===== src/hw/rtl/bdfhx_pkg.sv =====
// Shared types and constants for the BDF history and right-hand-side pipeline.
`default_nettype none

package bdfhx_pkg;

  // History store geometry
  localparam int VECTOR_LEN = 1024;
  localparam int IDX_W      = $clog2(VECTOR_LEN);

  // Item kinds
  typedef enum logic [1:0] {
    KIND_INIT  = 2'd0,
    KIND_PUSH  = 2'd1,
    KIND_QUERY = 2'd2
  } kind_t;

  // Configuration register indexes
  localparam logic REG_ORDER  = 1'b0;
  localparam logic REG_INV_DT = 1'b1;

  // BDF orders
  localparam logic [1:0] ORDER_ONE   = 2'd1;
  localparam logic [1:0] ORDER_TWO   = 2'd2;
  localparam logic [1:0] ORDER_THREE = 2'd3;

  localparam logic [31:0] INV_DT_RESET = 32'h0001_0000;

  // One third in Q16, applied to the oldest slot at order three
  localparam logic signed [51:0] ALPHA_THIRD = 52'sd21845;

  // Rounding and saturation
  localparam logic [63:0]        ROUND_HALF  = 64'h0000_0000_8000_0000;
  localparam logic [51:0]        RHS_MAX_MAG = 52'h0_7FFF_FFFF_FFFF;
  localparam logic [51:0]        RHS_MIN_MAG = 52'h0_8000_0000_0000;
  localparam logic signed [47:0] RHS_MAX     = 48'sh7FFF_FFFF_FFFF;
  localparam logic signed [47:0] RHS_MIN     = 48'sh8000_0000_0000;

  // Three history slots of one element
  typedef struct packed {
    logic signed [31:0] newest;
    logic signed [31:0] previous;
    logic signed [31:0] oldest;
  } hist_t;

  // Element history after the item's action
  typedef struct packed {
    logic [9:0] echo;
    hist_t      hist;
  } hist_item_t;

  // Weighted terms (alpha in Q16, beta as unscaled integers)
  typedef struct packed {
    logic [9:0]         echo;
    logic signed [51:0] t0;
    logic signed [51:0] t1;
    logic signed [51:0] t2;
    logic signed [35:0] u0;
    logic signed [35:0] u1;
    logic signed [35:0] u2;
  } term_item_t;

  // Weighted sums
  typedef struct packed {
    logic [9:0]         echo;
    logic signed [51:0] s;
    logic signed [35:0] x;
  } sum_item_t;

endpackage

`default_nettype wire


===== src/hw/rtl/bdfhx_scale.sv =====
// Scale by inv_dt with rounding and saturation; output register.
`default_nettype none

module bdfhx_scale (
  input  logic                  clk,
  input  logic                  rst,
  input  logic [31:0]           inv_dt,
  input  logic                  in_valid,
  output logic                  in_take,
  input  bdfhx_pkg::sum_item_t  in_item,
  output logic                  out_valid,
  output logic [9:0]            element_echo,
  output logic signed [47:0]    rhs_value,
  output logic signed [35:0]    extrapolated,
  input  logic                  out_take
);
  import bdfhx_pkg::*;

  // Magnitude stage
  logic               f_valid;
  logic [9:0]         f_echo;
  logic               f_neg;
  logic [50:0]        f_mag;
  logic signed [35:0] f_x;

  // Product stage
  logic               g_valid;
  logic [9:0]         g_echo;
  logic               g_neg;
  logic [50:0]        g_hi;
  logic [63:0]        g_lo;
  logic signed [35:0] g_x;

  logic               en_f;
  logic               en_g;
  logic               en_h;
  logic [63:0]        lo_round;
  logic [51:0]        r;
  logic [51:0]        r_neg;
  logic signed [47:0] rhs_next;

  assign en_h    = !out_valid || out_take;
  assign en_g    = !g_valid || en_h;
  assign en_f    = !f_valid || en_g;
  assign in_take = en_f;

  // Round half away from zero on the magnitude, then saturate
  always_comb begin
    lo_round = g_lo + ROUND_HALF;
    r        = 52'(g_hi) + 52'(lo_round[63:32]);
    r_neg    = 52'd0 - r;
    if (g_neg) begin
      rhs_next = (r > RHS_MIN_MAG) ? RHS_MIN : $signed(r_neg[47:0]);
    end else begin
      rhs_next = (r > RHS_MAX_MAG) ? RHS_MAX : $signed(r[47:0]);
    end
  end

  // Advance valid bits
  always_ff @(posedge clk) begin
    if (rst) begin
      f_valid   <= 1'b0;
      g_valid   <= 1'b0;
      out_valid <= 1'b0;
    end else begin
      if (en_f) f_valid <= in_valid;
      if (en_g) g_valid <= f_valid;
      if (en_h) out_valid <= g_valid;
    end
  end

  // Sign and magnitude, split products, result word
  always_ff @(posedge clk) begin
    if (en_f && in_valid) begin
      f_echo <= in_item.echo;
      f_neg  <= in_item.s[51];
      f_mag  <= 51'(in_item.s[51] ? -in_item.s : in_item.s);
      f_x    <= in_item.x;
    end
    if (en_g && f_valid) begin
      g_echo <= f_echo;
      g_neg  <= f_neg;
      g_hi   <= 51'(f_mag[50:32]) * 51'(inv_dt);
      g_lo   <= 64'(f_mag[31:0]) * 64'(inv_dt);
      g_x    <= f_x;
    end
    if (en_h && g_valid) begin
      element_echo <= g_echo;
      rhs_value    <= rhs_next;
      extrapolated <= g_x;
    end
  end

  // A non-negative sum never yields a negative right-hand side
  a_sign_kept : assert property (@(posedge clk) disable iff (rst)
    (en_h && g_valid && !g_neg) |=> !rhs_value[47])
    else $error("positive sum produced negative rhs");

endmodule

`default_nettype wire


===== config.mk =====
export PLATFORM = sky130hd
export DESIGN_NAME = bdfhx_scale
export DESIGN_NICKNAME = d
export VERILOG_FILES = /design/src/hw/rtl/bdfhx_pkg.sv /design/src/hw/rtl/bdfhx_scale.sv
export SDC_FILE = /design/constraint.sdc
export NUM_CORES = 2
export LEC_CHECK = 0
export BUFFER_PORTS_ARGS = -buffer_cell sky130_fd_sc_hd__buf_2
export CORE_MARGIN = 4
export CORE_UTILIZATION = 60
export CTS_CLUSTER_DIAMETER = 150
export DETAILED_ROUTE_END_ITERATION = 10
export GPL_TIMING_DRIVEN = 0
export HOLD_SLACK_MARGIN = 0.15
export PLACE_DENSITY = 0.78
export SETUP_SLACK_MARGIN = 0.4
export SYNTH_ARGS = -nofsm -noshare
export SYNTH_HDL_FRONTEND = slang
export SYNTH_SLANG_ARGS = --single-unit

===== constraint.sdc =====
create_clock -name clk -period 9.96 [get_ports clk]
set_input_delay 0.498 -clock clk [delete_from_list [all_inputs] [get_ports clk]]
set_output_delay 0.498 -clock clk [all_outputs]
set_load 0.02 [all_outputs]

Word-level counts from Yosys, hierarchy flattened:

Cells that the tools add are included.

* flip-flop bits (word level): 357
* logic and storage cells: 36

* $add $sub $neg: 4
* multipliers: 2
* $lt $le $gt $ge: 2
* mux-type cells: 4
* reduce and logical (&&, ||, !) cells: 9

Operator list (number)
* $mux W48: 3
* $add A64 B32 Y64 const B: 1
* $mul A32 B32 Y64: 1
* $add A51 B32 Y52: 1
* $gt A52 B47 Y1 const B: 1
* $gt A52 B48 Y1 const B: 1
* $mul A19 B32 Y51: 1
* $mux W51: 1
* $neg A51 Y51: 1
* $sub A1 B48 Y48 const A: 1
* $logic_and A1 B1 Y1: 3
* $logic_not A1 Y1: 3
* $logic_or A1 B1 Y1: 3

Logic depth before layout (Yosys ltp):

* word-level depth: 5
* gate-level depth with buffers: 31
* mapped depth without buffers: 30

Worst setup path after synthesis:

Ideal clock, no wire load.

* kind: input -> register
* from: input port out_take
* to: register g_echo[0] (enable)
* setup time: 0.821 ns
* arrival time: 10.054 ns
* path slack: -0.915 ns
* stages: 2
* buffers on the path: 0
* cells stage by stage: nor2b_1 a21boi_0

* cells in the longest elaborated chain, start to end: 3

Ends and longest elaborated chain
* start, declared: line bdfhx_scale.sv:15 `input logic out_take`
* $logic_or A1 B1 Y1: line bdfhx_scale.sv:42 `assign en_h = !out_valid || out_take;`
* $logic_or A1 B1 Y1: line bdfhx_scale.sv:43 `assign en_g = !g_valid || en_h;`
* $logic_and A1 B1 Y1: line bdfhx_scale.sv:80 `if (en_g && f_valid) begin`
* end signal, assigned: line bdfhx_scale.sv:81 `g_echo <= f_echo;`
* end, declared: line bdfhx_scale.sv:28 `logic [9:0] g_echo;`

No other way between the ends.
A chain may end at the register's enable or synchronous reset.

Final worst setup path:

* from: register f_mag[3]
* to: register g_lo[63], data pin

* cells in the longest elaborated chain, start to end: 1

Ends and longest elaborated chain
* start, declared: line bdfhx_scale.sv:23 `logic [50:0] f_mag;`
* start signal, assigned: line bdfhx_scale.sv:77 `f_mag <= 51'(in_item.s[51] ? -in_item.s : in_item.s);`
* $mul A32 B32 Y64: line bdfhx_scale.sv:84 `g_lo <= 64'(f_mag[31:0]) * 64'(inv_dt);`
* end signal, assigned: line bdfhx_scale.sv:84
* end, declared: line bdfhx_scale.sv:31 `logic [63:0] g_lo;`

No other way between the ends.

==> qor.csv <==
metric,value,unit
start_util,60.71,%
routabilityCongestion,1.051,
port_buffers,225,
die_y,340.8,um
area_growth,8.043,%
cts_tree,yes,
numCtsBuffers,39,
clk_pin_slew,60,ps
antenna_found_initial,50,
rows,121,
vias,52410,
tightest_slew,1508,ps
gr-usage-all-layers,40.78,%
slew_headroom,-0.5647,%
avgSynthCellArea,9.646,um2
grt_max_degree,39,
die_x,340.8,um
synth.yosys.warnings,0,
max_stage_delay,810,ps
async_flop_share,0,%
grt_pass1_vias,52950,
crit_required,10290,ps
via_per_inst,5.977,
finalMaxSlewViolations,26,
ios,230,
fin_util,65.59,%
fmax,104.9,MHz
syn-num-nets,8860,
grt_pass1_wl,343.2,mm
setup_violations,0,
core,0.1095,mm2
synth_top_flop_cell,edfxtp_1,
dr.pass1.iters,6,
cp-end-kind,register,
placed_cell_area,0.06968,mm2
yosysSeqAreaShare,14.69,%
synth_area,0.06645,mm2
layout.nets,9199,
cts.sinks,326,
ys_ff_latch,326,
arrival,9860,ps
crit_buf_inv,4,
drive_gt1_share,6.229,%
drv_cap,2,
rsz0062_at_grt,no,
clock_latency,660,ps
synth_cell_types,100,
antenna_left,0,
hold_viol,0,
synthCells,6889,
cp_max_fo,10,
multi_input_area,0.05008,mm2
fin_crit_sh,95.68,%
wire_per_inst,26.67,um
cts_max_level,2,
overflow,0,
dpl.hpwl,189.3,mm
violations,"capacitance limit, slew limit",
fin_crit,9530,ps
cts_root_buf,clkbuf_16,
hp-class,in2reg,
cts_buffer_depth,3,
seq_area,0.009759,mm2
crit_slowest_cell,clkbuf_1,
fill_cells,8891,
crit_path_frequent_cell,fa_1,
worstSetupPathType,reg2reg,
dieArea,0.1161,mm2
finish.instance_area,0.07180,mm2
outcome,"finished, violations left",
skew,65.64,ps
drt_iter0_drc,5434,
synth-edff-count,323,
hold_ws,166.5,ps
post-route-drc-count,0,
start_kind,register,
drt_wl_total,233.8,mm
crit_family,adder cells,
==> state kept, by name, summed over array words and instances, names as in the netlist, 10 cells and up <==
name,flops
g_x,36
g_hi,51
f_mag,51
extrapolated,36
f_echo,10
g_echo,10
f_x,36
rhs_value,48
g_lo,33
element_echo,10
==> cells in the mapped netlist (64+ instances only) <==
master       n  share of area, %
xnor2_1    141               1.9
nand2_1   1004               5.7
a21oi_1    143               1.1
inv_1     1410               8.0
and2_1     776               7.3
edfxtp_1   323                15
clkbuf_1   351               2.0
nand3_1     64              0.48
ha_1       432               8.1
fa_1      1405                42
nor2_1     121              0.68
o21ai_0     87              0.66
==> kinds of logic (layout without fill, tap and decap cells) <==
logic type | after synthesis | count (layout) | synth area share [%]
simple gates | 2240 | 2240 | 16.88
fa+ha+maj | 1837 | 1837 | 50.46
buf+inv | 1773 | 2140 | 10.14
compound gates | 512 | 512 | 5.150
flops | 326 | 326 | 14.69
xor+xnor | 188 | 188 | 2.478
mux | 13 | 13 | 0.2071
other cells | 0 | 36 | 0
==> cell type report <==
| class | instances | area share, % |
|---|---|---|
| flip-flops and latches | 326 | 13.59 |
| diodes | 36 | 0.1255 |
| repair buffers | 298 | 2.708 |
| clock buffers | 46 | 1.396 |
| well taps | 1476 | 2.572 |
| multi-input cells | 4790 | 69.75 |
| plain buffers | 363 | 2.150 |
| clock inverters | 23 | 0.3363 |
| inverters | 1410 | 7.371 |
==> timing repair <==
| action | CTS | global route |
|---|---|---|
| hold endpoints to repair | 54 | 0 |
| hold buffers | 52 | 0 |
| endpoints found under the setup margin | 20 | 12 |
| pin swaps | 0 | 1 |
| gates resized for setup | 50 | 78 |
| setup buffers | 0 | 11 |
==> final timing paths <==
check / from / end / slack (ps) / depth (start not counted)
max: f_mag[3] / g_lo[63] / 430 / 26
min: in_item[65] / f_mag[29] / 170 / 2
max reg2reg: f_mag[3] / g_lo[63] / 430 / 26
min reg2reg: f_echo[2] / g_echo[2] / 410 / 0
==> placed cells by master, fill, tap and decap left out, types with 10 or more instances in the layout <==
master and count:
nor3_1 55, nor2b_1 21, or2_2 19, ha_1 432, diode_2 36, o41ai_1 11
edfxtp_1 323, buf_2 229, or3_1 25, nor2_1 120, a21o_1 46, xor2_1 47
nand2_1 1004, and2_1 776, a311oi_1 24, o31ai_1 15, o211ai_1 13, dlygate4sd3_1 52
a211oi_1 24, nand3_1 64, nand4_1 27, xnor2_1 138, and3_1 26, a21oi_1 143
inv_1 1410, clkbuf_16 39, buf_4 12, fa_1 1405, a31oi_1 18, o21ai_0 85
clkbuf_1 295, or4_1 13, a21boi_0 10, nand2b_1 33, clkbuf_2 55, o21a_1 26
==> through the flow <==
stage	setup TNS [ps]	instances	worst slack, ps
4_1_cts	0	8721	404.0
2_1_floorplan	0	6889	2173
3_5_place_dp	-8718	8600	-1071
5_1_grt	0	8738	475.0
6_report	0	8768	430.2
3_3_place_gp	-55290	8590	-1042
==> routing by layer <==
layer | up-vias | track usage [%] | share of wire (%)
met2 | 3393 | 59.77 | 43
met3 | 818 | 14.28 | 14
met5 | - | 0 | 0.052
met4 | 20 | 22.48 | 7.0
met1 | 26530 | 53.31 | 37
li1 | 21650 | - | -
==> worst register-to-register path, cell delays in order, from the launching register on <==
cell and delay (ps):
edfxtp_1 720, clkbuf_1 820, and2_1 270, fa_1 440, fa_1 480, fa_1 540, fa_1 430, fa_1 570
fa_1 450, fa_1 500, inv_1 50, fa_1 470, inv_1 40, ha_1 330, a21o_1 180, a21o_1 190
a2111oi_1 550, o211ai_1 160, buf_4 200, o2111ai_4 230, o311ai_2 210, and2_1 210, a21oi_1 230, nor2b_1 110
a211o_1 300, a21oi_1 230, xnor2_1 310
Power is not shown: default switching activity piles up to over one toggle a cycle in this logic, so the estimate is an artifact.
