--- config.mk ---
export PLATFORM = sky130hd
export DESIGN_NAME = bdfhx_weigh
export DESIGN_NICKNAME = d
export VERILOG_FILES = /design/src/hw/rtl/bdfhx_pkg.sv /design/src/hw/rtl/bdfhx_weigh.sv
export SDC_FILE = /design/constraint.sdc
export NUM_CORES = 1
export LEC_CHECK = 0
export BUFFER_PORTS_ARGS = -buffer_cell sky130_fd_sc_hd__buf_2
export CORE_AREA = 5 5 300 302
export CTS_CLUSTER_SIZE = 8
export DETAILED_ROUTE_END_ITERATION = 12
export DIE_AREA = 0 0 305 307
export SYNTH_ARGS = -nofsm -noshare
export SYNTH_HDL_FRONTEND = slang
export SYNTH_SLANG_ARGS = --single-unit
--- constraint.sdc ---
create_clock -name clk -period 18 [get_ports clk]
set_input_delay 3.6 -clock clk [delete_from_list [all_inputs] [get_ports clk]]
set_output_delay 3.6 -clock clk [all_outputs]
set_load 0.01 [all_outputs]
--- src/hw/rtl/bdfhx_pkg.sv ---
// Shared types and constants for the BDF history and right-hand-side pipeline.
`default_nettype none

package bdfhx_pkg;

  // History store geometry
  localparam int VECTOR_LEN = 1024;
  localparam int IDX_W      = $clog2(VECTOR_LEN);

  // Item kinds
  typedef enum logic [1:0] {
    KIND_INIT  = 2'd0,
    KIND_PUSH  = 2'd1,
    KIND_QUERY = 2'd2
  } kind_t;

  // Configuration register indexes
  localparam logic REG_ORDER  = 1'b0;
  localparam logic REG_INV_DT = 1'b1;

  // BDF orders
  localparam logic [1:0] ORDER_ONE   = 2'd1;
  localparam logic [1:0] ORDER_TWO   = 2'd2;
  localparam logic [1:0] ORDER_THREE = 2'd3;

  localparam logic [31:0] INV_DT_RESET = 32'h0001_0000;

  // One third in Q16, applied to the oldest slot at order three
  localparam logic signed [51:0] ALPHA_THIRD = 52'sd21845;

  // Rounding and saturation
  localparam logic [63:0]        ROUND_HALF  = 64'h0000_0000_8000_0000;
  localparam logic [51:0]        RHS_MAX_MAG = 52'h0_7FFF_FFFF_FFFF;
  localparam logic [51:0]        RHS_MIN_MAG = 52'h0_8000_0000_0000;
  localparam logic signed [47:0] RHS_MAX     = 48'sh7FFF_FFFF_FFFF;
  localparam logic signed [47:0] RHS_MIN     = 48'sh8000_0000_0000;

  // Three history slots of one element
  typedef struct packed {
    logic signed [31:0] newest;
    logic signed [31:0] previous;
    logic signed [31:0] oldest;
  } hist_t;

  // Element history after the item's action
  typedef struct packed {
    logic [9:0] echo;
    hist_t      hist;
  } hist_item_t;

  // Weighted terms (alpha in Q16, beta as unscaled integers)
  typedef struct packed {
    logic [9:0]         echo;
    logic signed [51:0] t0;
    logic signed [51:0] t1;
    logic signed [51:0] t2;
    logic signed [35:0] u0;
    logic signed [35:0] u1;
    logic signed [35:0] u2;
  } term_item_t;

  // Weighted sums
  typedef struct packed {
    logic [9:0]         echo;
    logic signed [51:0] s;
    logic signed [35:0] x;
  } sum_item_t;

endpackage

`default_nettype wire

--- src/hw/rtl/bdfhx_weigh.sv ---
// Coefficient weighting of the history and summation of the terms.
`default_nettype none

module bdfhx_weigh (
  input  logic                   clk,
  input  logic                   rst,
  input  logic [1:0]             order,
  input  logic                   in_valid,
  output logic                   in_take,
  input  bdfhx_pkg::hist_item_t  in_item,
  output logic                   out_valid,
  output bdfhx_pkg::sum_item_t   out_item,
  input  logic                   out_take
);
  import bdfhx_pkg::*;

  logic               d_valid;
  term_item_t         d_item;
  logic               e_valid;
  sum_item_t          e_item;

  logic               en_d;
  logic               en_e;
  logic signed [51:0] h0e;
  logic signed [51:0] h1e;
  logic signed [51:0] h2e;
  logic signed [35:0] g0;
  logic signed [35:0] g1;
  logic signed [35:0] g2;
  term_item_t         terms;

  assign en_e    = !e_valid || out_take;
  assign en_d    = !d_valid || en_e;
  assign in_take = en_d;

  assign h0e = 52'(in_item.hist.newest);
  assign h1e = 52'(in_item.hist.previous);
  assign h2e = 52'(in_item.hist.oldest);
  assign g0  = 36'(in_item.hist.newest);
  assign g1  = 36'(in_item.hist.previous);
  assign g2  = 36'(in_item.hist.oldest);

  // Form alpha and beta terms for the selected order
  always_comb begin
    terms.echo = in_item.echo;
    terms.t0   = '0;
    terms.t1   = '0;
    terms.t2   = '0;
    terms.u0   = '0;
    terms.u1   = '0;
    terms.u2   = '0;
    case (order)
      ORDER_ONE: begin
        terms.t0 = h0e <<< 16;
        terms.u0 = g0;
      end
      ORDER_TWO: begin
        terms.t0 = h0e <<< 17;
        terms.t1 = -(h1e <<< 15);
        terms.u0 = g0 <<< 1;
        terms.u1 = -g1;
      end
      ORDER_THREE: begin
        terms.t0 = (h0e <<< 17) + (h0e <<< 16);
        terms.t1 = -((h1e <<< 16) + (h1e <<< 15));
        terms.t2 = h2e * ALPHA_THIRD;
        terms.u0 = (g0 <<< 1) + g0;
        terms.u1 = -((g1 <<< 1) + g1);
        terms.u2 = g2;
      end
      default: begin
        terms.t0 = '0;
      end
    endcase
  end

  // Advance valid bits
  always_ff @(posedge clk) begin
    if (rst) begin
      d_valid <= 1'b0;
      e_valid <= 1'b0;
    end else begin
      if (en_d) d_valid <= in_valid;
      if (en_e) e_valid <= d_valid;
    end
  end

  // Register terms, then sums
  always_ff @(posedge clk) begin
    if (en_d && in_valid) d_item <= terms;
    if (en_e && d_valid) begin
      e_item.echo <= d_item.echo;
      e_item.s    <= d_item.t0 + d_item.t1 + d_item.t2;
      e_item.x    <= d_item.u0 + d_item.u1 + d_item.u2;
    end
  end

  assign out_valid = e_valid;
  assign out_item  = e_item;

endmodule

`default_nettype wire

Word-level counts from Yosys, hierarchy flattened --
Cells that the tools add are included.
Cells by class: add/sub/neg operators 12, multiply operators 1, eq/ne operators 3, muxes and demuxes 4, reduce and logical (&&, ||, !) cells 6
Operator list (number):
- case mux 52 bit (3 select lines) | 1
- case mux 36 bit (3 select lines) | 1
- adder 52 bit | 2
- case mux 52 bit (2 select lines) | 1
- case mux 36 bit (2 select lines) | 1
- adder 33 x 32 -> 34 bit | 2
- negation 47 -> 52 bit | 1
- negation 49 -> 52 bit | 1
- adder 49 x 48 -> 50 bit | 1
- adder 48 x 47 -> 49 bit | 1
- multiplier 32 x 16 -> 48 bit, second input constant | 1
- adder 36 x 32 -> 36 bit | 1
- adder 36 bit | 1
- negation 32 -> 36 bit | 1
- negation 34 -> 36 bit | 1
- equality test 2 bit, second input constant | 2
- equality test 2 x 1 -> 1 bit, second input constant | 1
- logical AND 1 bit | 2
- zero test 1 bit | 2
- logical OR 1 bit | 2
Storage, ports and cells: register bits 370, input port bits 112, output and inout port bits 100, word-level logic and storage cells 38

Longest topological paths before layout --
Gate-level depths: netlist of run 1.
depth in word-level cells 4, mapped depth 21, mapped depth without buffers 20

Least setup slack after synthesis of run 1 --
OpenSTA, ideal clock, no wires.
kind in2reg, start point input port in_item[12] (netlist name), end point register d_item[145] (netlist name), data pin, library setup time 266 ps, arrival time 8675 ps, data required time 17734 ps, setup slack 9059 ps, stages on the path 20, buffers on the path 0, cell sequence ha_1 inv_1 fa_1 inv_1 fa_1 fa_1 fa_1 inv_1 fa_1 inv_1 ha_1 a21oi_1 o211ai_1 a311oi_1 o31ai_1 a211oi_1 a31oi_1 a211oi_1 xor2_1 nor2_1
Between the ends: word-level cells in the longest chain between the ends 1
RTL lines:
- start, declared | RTL line bdfhx_weigh.sv:10 | input bdfhx_pkg::hist_item_t in_item,
- multiplier 32 x 16 -> 48 bit | RTL line bdfhx_weigh.sv:66 | terms.t2 = h2e * ALPHA_THIRD;
- end signal, assigned | RTL line bdfhx_weigh.sv:90 | if (en_d && in_valid) d_item <= terms;
- end, declared | RTL line bdfhx_weigh.sv:18 | term_item_t d_item;
No other way between the ends. A chain may end at the register's enable or synchronous reset.

Final worst setup path of run 1 --
start point input port in_item[10] (netlist name), end point register d_item[145] (netlist name), data pin
Same word-level chain as after synthesis.

==> impl_metrics.tcl, run 1 <==
set metrics [dict create \
    placed_area_sq_mm 0.0324 \
    ys_seq_area_share_pct 29.0 \
    worst_ir_drop_vdd_v 0.000183 \
    postRouteAntennaNets 0 \
    hpwl_mm 80.9 \
    startpoint "in_item[10]" \
    antenna_found_initial 31 \
    hold_violations 0 \
    r2r-start "d_item[228]" \
    fin_ws_ps 8660 \
    viasPerCell 5.16 \
    fp.dieW_um 305 \
    firstDrtPassIters 5 \
    cp-start-kind "input pin" \
    core_area_sq_mm 0.0874 \
    start_util_pct 34.5 \
    yosys.area_share.simple_pct 9.49 \
    top_layer_used "met5" \
    yosysWarningCount 0 \
    nets 3918 \
    layout_min_cycle_time_ps 9340 \
    clock-sinks 292 \
    yosys_most_used_dff "edfxtp_1" \
    powerDensity_mw_per_mm2 184 \
    first_global_vias 22900 \
    rsz0062_at_grt "false" \
    max_slew_margin_pct 33.3 \
    crit_required_ps 18270 \
    grt_overflow 0 \
    grt_pass1_wl_mm 145 \
    ys_ff_latch 292 \
    synth_cell_types 81 \
    drive_above_1_share_pct 9.52 \
    post_cts_buffers 0 \
    async_reset_ff_share_pct 0 \
    die-area_sq_mm 0.0936 \
    wl_met3_mm 5.69 \
    gp_congestion 0.951 \
    drt_iter0_markers 1780 \
    final_cell_mix "428 x inv_1, 365 x ha_1, 290 x edfxtp_1" \
    p_leak_nw 15.2 \
    cts_resized 0 \
    skew_ps 27.3 \
    area_growth_pct 11.8 \
    muxShareOfSynthArea_pct 0.698 \
    synthesis.nets 3736 \
    pre_cts_ws_ps 8210 \
    fin_crit_sh_pct 51.9 \
    vias 22600 \
    path_max_fanout 8 \
    wl_met2_mm 43.4 \
    final_core_util_pct 38.5 \
    htreeDepth 2 \
    clk_path_buf_depth 3 \
    io_pins 212 \
    wire_per_inst_um 21.9 \
    finalSetupTns_ps 0 \
    drv_slew 0 \
    critical_path_arrival_ps 9610 \
    tightest_slew_ps 1000 \
    status "finished clean" \
    synth_compound_area_share_pct 15.4 \
    power_mw 6.19 \
    numCtsBuffers 43 \
    drc 0 \
    min_from "d_item[265]" \
    syn_inst 2997 \
    synth-edff-count 290 \
    synth_area_per_cell_sq_um 10.0 \
    met1Wirelength_mm 44.1 \
    chipHeight_um 307 \
    cts_hold_buf 0 \
    synthXorXnorAreaFrac_pct 6.40 \
    setup_violations 0 \
    cts_root_buffer "clkbuf_16" \
    drt_wl_total_mm 95.5 \
    fin_area_sq_mm 0.0337 \
    synth_top_family_by_area "adder cells" \
    synth.cell_area_sq_mm 0.0301 \
    synthAdderAreaFrac_pct 32.6 \
    clock_latency_ps 570 \
    hold_class "reg2reg" \
    final_common_cell "inv_1" \
    grt_max_degree 76 \
    clk_pin_slew_ps 50 \
    track_usage_pct 20.2 \
    crit_path_end_kind "register" \
    regToRegSetupSlack_ps 13760 \
    criticalPathCategory "in2reg" \
    io_buffers 211 \
    max_clock_freq_mhz 107 \
    cts_tree "done" \
    rows 109 \
    maxCapViolations 0 \
]
[sequential cells by signal (all words and copies together) (netlist names)]
register / count
d_valid: 1
out_item: 98
d_item: 192
out_valid: 1
[per-stage QoR]
stage          hold slack (ps)  std cells
4_1_cts                    411       4358
3_3_place_gp               401       4299
2_1_floorplan              400       2997
5_1_grt                    421       4360
6_report                   410       4370
3_5_place_dp               405       4299
[synthesized netlist by cell type (21+ instances only)]
cell,number,area [sq um]
ha_1,365,4570
o21bai_1,37,278
o21ai_0,148,741
xor2_1,80,701
a31oi_1,22,138
edfxtp_1,290,8710
nand4_1,43,269
fa_1,262,5250
inv_1,428,1610
a21oi_1,217,1090
and3_1,42,263
o21a_1,23,173
mux2i_1,21,210
nor3_1,31,155
o21ai_1,22,110
a21o_1,97,728
nand3_1,43,215
clkbuf_1,76,285
xnor2_1,140,1230
nand2_1,154,578
nor2_1,195,732
a211oi_1,23,173
[per-layer routing]
metal,GRT usage (%),vias up
li1,-,10800
met1,28.6,10900
met2,32.8,659
met3,3.22,116
met4,4.62,14
met5,0,-
[final cells by class]
class / instances / area (sq um)
fill: 8685 / 53800
multi-input combinational: 2193 / 19500
sequential: 292 / 8750
inverter: 428 / 1610
tap: 1165 / 1460
timing repair buffer: 221 / 1130
clock buffer: 54 / 1130
clock inverter: 5 / 88.8
antenna: 12 / 30.0
[kinds of logic after synthesis]
group | count (synthesis)
compound gates | 723
buf+inv | 512
flops | 292
fa+ha+maj | 627
simple gates | 602
mux | 21
xor+xnor | 220
[power by group]
group	total (mW)	switching, mW	internal (mW)
clock network	0.741	0.292	0.449
registers	1.10	0.107	0.997
logic	4.34	2.66	1.68
[critical path, cell delays in order]
cell	delay (ps)
buf_2	180
ha_1	320
inv_1	60
fa_1	500
inv_1	50
fa_1	520
fa_1	440
fa_1	570
inv_1	60
fa_1	530
inv_1	40
ha_1	400
a21oi_1	260
o211ai_1	150
a311oi_1	320
o31ai_1	180
a211oi_1	590
a31oi_1	290
a211oi_1	300
xor2_1	180
nor2_1	60
[final timing paths]
| path | endpoint | cells after the start |
|---|---|---|
| setup / recovery | d_item[145] | 21 |
| hold / removal | out_item[89] | 0 |
| setup reg to reg | out_item[86] | 13 |
| hold reg to reg | out_item[89] | 0 |
Power figures use the tool's default switching activity.
==> run 2: changes to the inputs <==
--- a/config.mk
+++ b/config.mk
@@ -5,11 +5,12 @@
 export SDC_FILE = /design/constraint.sdc
 export NUM_CORES = 1
 export LEC_CHECK = 0
+export ABC_AREA = 1
 export BUFFER_PORTS_ARGS = -buffer_cell sky130_fd_sc_hd__buf_2
-export CORE_AREA = 5 5 300 302
+export CORE_AREA = 5 5 314 316
 export CTS_CLUSTER_SIZE = 8
 export DETAILED_ROUTE_END_ITERATION = 12
-export DIE_AREA = 0 0 305 307
+export DIE_AREA = 0 0 319 321
 export SYNTH_ARGS = -nofsm -noshare
 export SYNTH_HDL_FRONTEND = slang
 export SYNTH_SLANG_ARGS = --single-unit
==> constraint.sdc (replaced) <==
create_clock -name clk -period 8.7 [get_ports clk]
set_input_delay 1.74 -clock clk [delete_from_list [all_inputs] [get_ports clk]]
set_output_delay 1.74 -clock clk [all_outputs]
set_load 0.01 [all_outputs]
==> impl_metrics.tcl, run 2 <==
set metrics [dict create \
    clk_path_buf_depth 3 \
    max_slew_margin_pct 32.4 \
    finalSetupTns_ps 0 \
    wire_per_inst_um 19.3 \
    yosys-top-cells-count "1,083 x nand2_1, 822 x inv_1, 370 x nor2_1" \
    use_met3_pct 2.38 \
    vias 28600 \
    htreeDepth 2 \
    postRouteAntennaNets 0 \
    rsz0062_at_grt "false" \
    cts_root_buffer "clkbuf_16" \
    skew_ps 46.3 \
    gp_congestion 0.975 \
    yosysTopAreaCellShare_pct 26.4 \
    hpwl_mm 96.6 \
    yosys_most_used_dff "edfxtp_1" \
    synth-edff-count 290 \
    post_cts_buffers 0 \
    drt_iter0_markers 2568 \
    met2_usage_pct 35.4 \
    synth_area_per_cell_sq_um 7.79 \
    synth.most_common_cell "nand2_1" \
    cp-start-kind "input pin" \
    firstDrtPassIters 5 \
    clock_latency_ps 580 \
    final_core_util_pct 38.5 \
    crit_required_ps 9010 \
    grt_overflow 0 \
    hold_class "reg2reg" \
    busiest_layer "met2" \
    drive_above_1_share_pct 7.30 \
    track_usage_pct 21.4 \
    nets 5211 \
    yosysTopAreaCell "edfxtp_1" \
    synth_cell_types 47 \
    start_util_pct 34.5 \
    yosysWarningCount 0 \
    cts_hold_buf 0 \
    fin_crit_sh_pct 75.9 \
    hold_violations 0 \
    final_cell_mix "1,082 x nand2_1, 821 x inv_1, 370 x nor2_1" \
    die-area_sq_mm 0.102 \
    synth.area.top_cells "edfxtp_1 26%, fa_1 16%, ha_1 14%, nand2_1 12%, inv_1 9.4%" \
    cts_tree "done" \
    startpoint "in_item[31]" \
    holdWs_ps 417 \
    status "finished clean" \
    largest_register "d_item" \
    max_clock_freq_mhz 151 \
    multi_input_area_sq_mm 0.0210 \
    clk_pin_slew_ps 50 \
    grt_max_degree 169 \
    drc 0 \
    powerDensity_mw_per_mm2 358 \
    area_growth_pct 11.7 \
    antenna_found_initial 10 \
    numCtsBuffers 44 \
    p_leak_nw 18.5 \
    seq_area_sq_mm 0.00875 \
    regToRegSetupSlack_ps 5270 \
    io_pins 212 \
    syn_inst 4237 \
    r2r-end "out_item[33]" \
    core_area_sq_mm 0.0957 \
    cts_resized 0 \
    ys_seq_area_share_pct 26.5 \
    setup_violations 0 \
    r2r-start "d_item[229]" \
    use_met1_pct 30.2 \
    critical_path_arrival_ps 6920 \
    chipHeight_um 321 \
    reg2reg_depth 12 \
    drt_wl_total_mm 111 \
    criticalPathCategory "in2reg" \
    synthesis.nets 4976 \
    first_global_vias 27800 \
    synth.cell_area_sq_mm 0.0330 \
    io_buffers 211 \
    endpoint "d_item[146]" \
    grt_pass1_wl_mm 169 \
    viasPerCell 4.96 \
    async_reset_ff_share_pct 0 \
    fill_cells 10000 \
    path_max_fanout 27 \
    fp.dieW_um 319 \
    final_common_cell "nand2_1" \
    drv_slew 0 \
    worst_ir_drop_vdd_v 0.000318 \
    clock-sinks 292 \
    tightest_slew_ps 1010 \
    rows 114 \
    largest_reg_flops 192 \
    layout_min_cycle_time_ps 6610 \
    ys_ff_latch 292 \
    crit_path_end_kind "register" \
    maxCapViolations 0 \
]
run 2: worst max-delay path, cell delays in order:
cell	delay (ps)
buf_2	480
inv_1	330
fa_1	600
inv_1	50
fa_1	510
fa_1	440
fa_1	540
inv_1	50
fa_1	520
inv_1	50
ha_1	370
nand2_1	120
nor2_1	210
nand2_1	140
nor2_1	230
nand3_1	150
nand3_1	170
nand2_1	70
nand2_1	60
nor2_1	60
run 2: cell families (layout without fill, tap and decap cells):
kind of cell	after synthesis	in the layout	synth area share [%]
and+or+nand+nor	1826	1826	22.7
buffers and inverters	856	1113	9.83
adders and majority gates	627	627	29.7
AOI/OAI and AO/OA	565	565	9.28
DFF	292	292	26.5
xor gates and xnor gates	71	71	1.88
other	0	6	0
run 2: through the flow:
step	area, sq um	setup slack, ps	power (mW)	instances
final	36900	2090	13.2	5776
after global routing	36900	1850	14.6	5773
after global placement	35600	1650	11.6	5702
after CTS	36800	2210	13.2	5770
after detailed placement	35600	1630	11.6	5702
after floorplan	33000	1600	8.65	4237
run 2: how the worst min path moves through the flow:
stage / cells past startpoint / from / end
after CTS: 0 / d_item[271] / out_item[95]
after floorplan: 0 / d_item[110] / out_item[38]
after global placement: 0 / d_item[270] / out_item[94]
final: 0 / d_item[271] / out_item[95]
after detailed placement: 0 / d_item[114] / out_item[42]
after global routing: 0 / d_item[271] / out_item[95]
run 2: final cells by class:
class / instances / share of cell area (%)
clock inverter: 9 / 0.227
inverter: 826 / 8.43
sequential: 292 / 23.7
antenna: 6 / 0.0407
multi-input combinational: 3089 / 57.0
clock buffer: 59 / 3.17
tap: 1276 / 4.33
timing repair buffer: 219 / 3.06
run 2: where the power goes:
part           switching [mW]  leakage (nW)  internal, mW
logic                    6.39          15.0          3.05
clock network           0.599         0.606         0.931
registers               0.215          2.89          2.02
run 2: layer usage:
layer	vias to the layer above	wire length (um)
met1	13500	50500
met5	-	20
met3	118	7380
met4	2	2770
li1	14100	-
met2	923	50600
==> run 3: changes to the inputs <==
--- a/config.mk
+++ b/config.mk
@@ -5,12 +5,12 @@
 export SDC_FILE = /design/constraint.sdc
 export NUM_CORES = 1
 export LEC_CHECK = 0
-export ABC_AREA = 1
+export ABC_AREA = 0
 export BUFFER_PORTS_ARGS = -buffer_cell sky130_fd_sc_hd__buf_2
-export CORE_AREA = 5 5 314 316
+export CORE_AREA = 5 5 300 302
 export CTS_CLUSTER_SIZE = 8
 export DETAILED_ROUTE_END_ITERATION = 12
-export DIE_AREA = 0 0 319 321
+export DIE_AREA = 0 0 305 307
 export SYNTH_ARGS = -nofsm -noshare
 export SYNTH_HDL_FRONTEND = slang
 export SYNTH_SLANG_ARGS = --single-unit
==> constraint.sdc (replaced) <==
create_clock -name clk -period 5.7 [get_ports clk]
set_input_delay 1.14 -clock clk [delete_from_list [all_inputs] [get_ports clk]]
set_output_delay 1.14 -clock clk [all_outputs]
set_load 0.01 [all_outputs]
==> impl_metrics.tcl, run 3 (synthesis results as in run 1) <==
set metrics [dict create \
    drive_above_1_share_pct 21.5 \
    clock-sinks 292 \
    placed_cells 4559 \
    fin_ws_ps -140 \
    grt_pass1_wl_mm 143 \
    crit_top_cell "fa_1" \
    skew_ps 35.5 \
    hold_class "reg2reg" \
    io_pins 212 \
    status "complete, but fails checks" \
    numCtsBuffers 43 \
    grt_max_degree 101 \
    nets 4204 \
    path_max_fanout 4 \
    die-area_sq_mm 0.0936 \
    drt_wl_total_mm 95.0 \
    setup_violations 9 \
    pre_cts_ws_ps -822 \
    final_core_util_pct 42.3 \
    largest_register "d_item" \
    fin_crit_sh_pct 102 \
    layout.cells.non_filler 4659 \
    clk_path_buf_depth 3 \
    cts_root_buffer "clkbuf_16" \
    drv_slew 0 \
    fp.dieW_um 305 \
    htreeDepth 2 \
    critical_path_arrival_ps 6130 \
    io_buffers 211 \
    hpwl_mm 80.6 \
    drc 0 \
    start_util_pct 34.5 \
    first_global_vias 23700 \
    tightest_slew_ps 997 \
    max_clock_freq_mhz 171 \
    postRouteAntennaNets 0 \
    gp_congestion 1.05 \
    hold_violations 0 \
    cts_hold_buf 0 \
    powerDensity_mw_per_mm2 675 \
    p_leak_nw 16.7 \
    vias 23500 \
    holdWs_ps 410 \
    chipHeight_um 307 \
    final_common_cell "inv_1" \
    track_usage_pct 19.8 \
    crit_chain "buf_8, ha_4, inv_2, fa_1, inv_2, fa_1, fa_1, fa_1, inv_2, fa_1, inv_2, ha_4, buf_6, a21o_1, a31oi_4, o211ai_1, a21boi_1, a21oi_2, buf_4, o2111a_2, nor3b_2, xor2_1, nor2_1" \
    power_mw 25.0 \
    criticalPathCategory "in2reg" \
    antenna_found_initial 31 \
    wire_per_inst_um 20.4 \
    grt_overflow 0 \
    core_area_sq_mm 0.0874 \
    maxCapViolations 0 \
    firstDrtPassIters 5 \
    layout_min_cycle_time_ps 5840 \
    cts_tree "done" \
    largest_reg_flops 192 \
    clk_pin_slew_ps 50 \
    worst_ir_drop_vdd_v 0.000624 \
    slowest_stage "fa_1" \
    cp-start-kind "input pin" \
    violations "negative setup slack" \
    final_cell_mix "395 x inv_1, 319 x ha_1, 290 x edfxtp_1" \
    clock_latency_ps 590 \
    area_growth_pct 22.9 \
    rsz0062_at_grt "true" \
    crit_path_max_incr_delay_ps 510 \
    crit_path_end_kind "register" \
    max_slew_margin_pct 33.4 \
    drt_iter0_markers 1524 \
    viasPerCell 5.05 \
    rows 109 \
    crit_required_ps 5990 \
]
[run 3: changes by cell type in the layout (fill, tap and decap cells not counted), moves of 36 or more]
cell     change
buf_4      +278
a21o_1      +80
and3_1      +40
nor2_1     -179
a21oi_1     -80
inv_1      -426
ha_4        +41
o21ai_0     -36
nand3_1    -217
nand2_1    -933
xnor2_1    +118
ha_1        -46
[run 3: final cells by class]
type | instances | area [sq um]
Antenna cell | 17 | 42.5
Clock buffer | 51 | 1110
Clock inverter | 6 | 109
Fill cell | 8353 | 50400
Inverter | 428 | 1610
Multi-Input combinational cell | 2193 | 20400
Sequential cell | 292 | 8750
Tap cell | 1165 | 1460
Timing Repair Buffer | 507 | 3490
[run 3: report_power, final]
| group | total (mW) | internal (mW) | switching [mW] |
|---|---|---|---|
| logic | 19.1 | 9.25 | 9.88 |
| clock network | 2.37 | 1.41 | 0.956 |
| registers | 3.47 | 3.15 | 0.318 |
| total | 25.0 | 13.8 | 11.2 |
[run 3: what timing repair did]
| item | 4_1_cts | 5_1_grt |
|---|---|---|
| gates cloned | 0 | 0 |
| endpoints found under the setup margin | 19 | 27 |
| pin swaps | 41 | 64 |
| setup buffers | 11 | 16 |
| resized for setup | 48 | 104 |
[run 3: metrics by stage]
stage / setup TNS [ps] / instance area [sq um]
final: -507 / 37000
after global routing: -3360 / 37000
after CTS: -156 / 36500
after detailed placement: -18370 / 34900
after global placement: -17020 / 34900
after floorplan: -3210 / 30700
[run 3: critical path: cells and delay by family]
kind,cells,cell delay [ps]
compound gates,6,1120
xor+xnor,1,190
fa+ha+maj,7,2890
buf+inv,7,520
simple gates,2,260
[run 3: layer usage]
| layer | track usage [%] | vias to the layer above | share of wire [%] |
|---|---|---|---|
| li1 | - | 11400 | - |
| met1 | 27.6 | 11400 | 45 |
| met2 | 32.0 | 638 | 46 |
| met3 | 3.46 | 127 | 6.7 |
| met4 | 5.35 | 18 | 2.5 |
| met5 | 0 | - | 0.11 |
[run 3: worst paths after layout]
kind                from           end  slack (ps)  depth (start not counted)
max          in_item[10]   d_item[152]        -140                         23
min          d_item[270]  out_item[94]         410                          0
max reg2reg  d_item[228]  out_item[86]        1410                         13
min reg2reg  d_item[270]  out_item[94]         410                          0
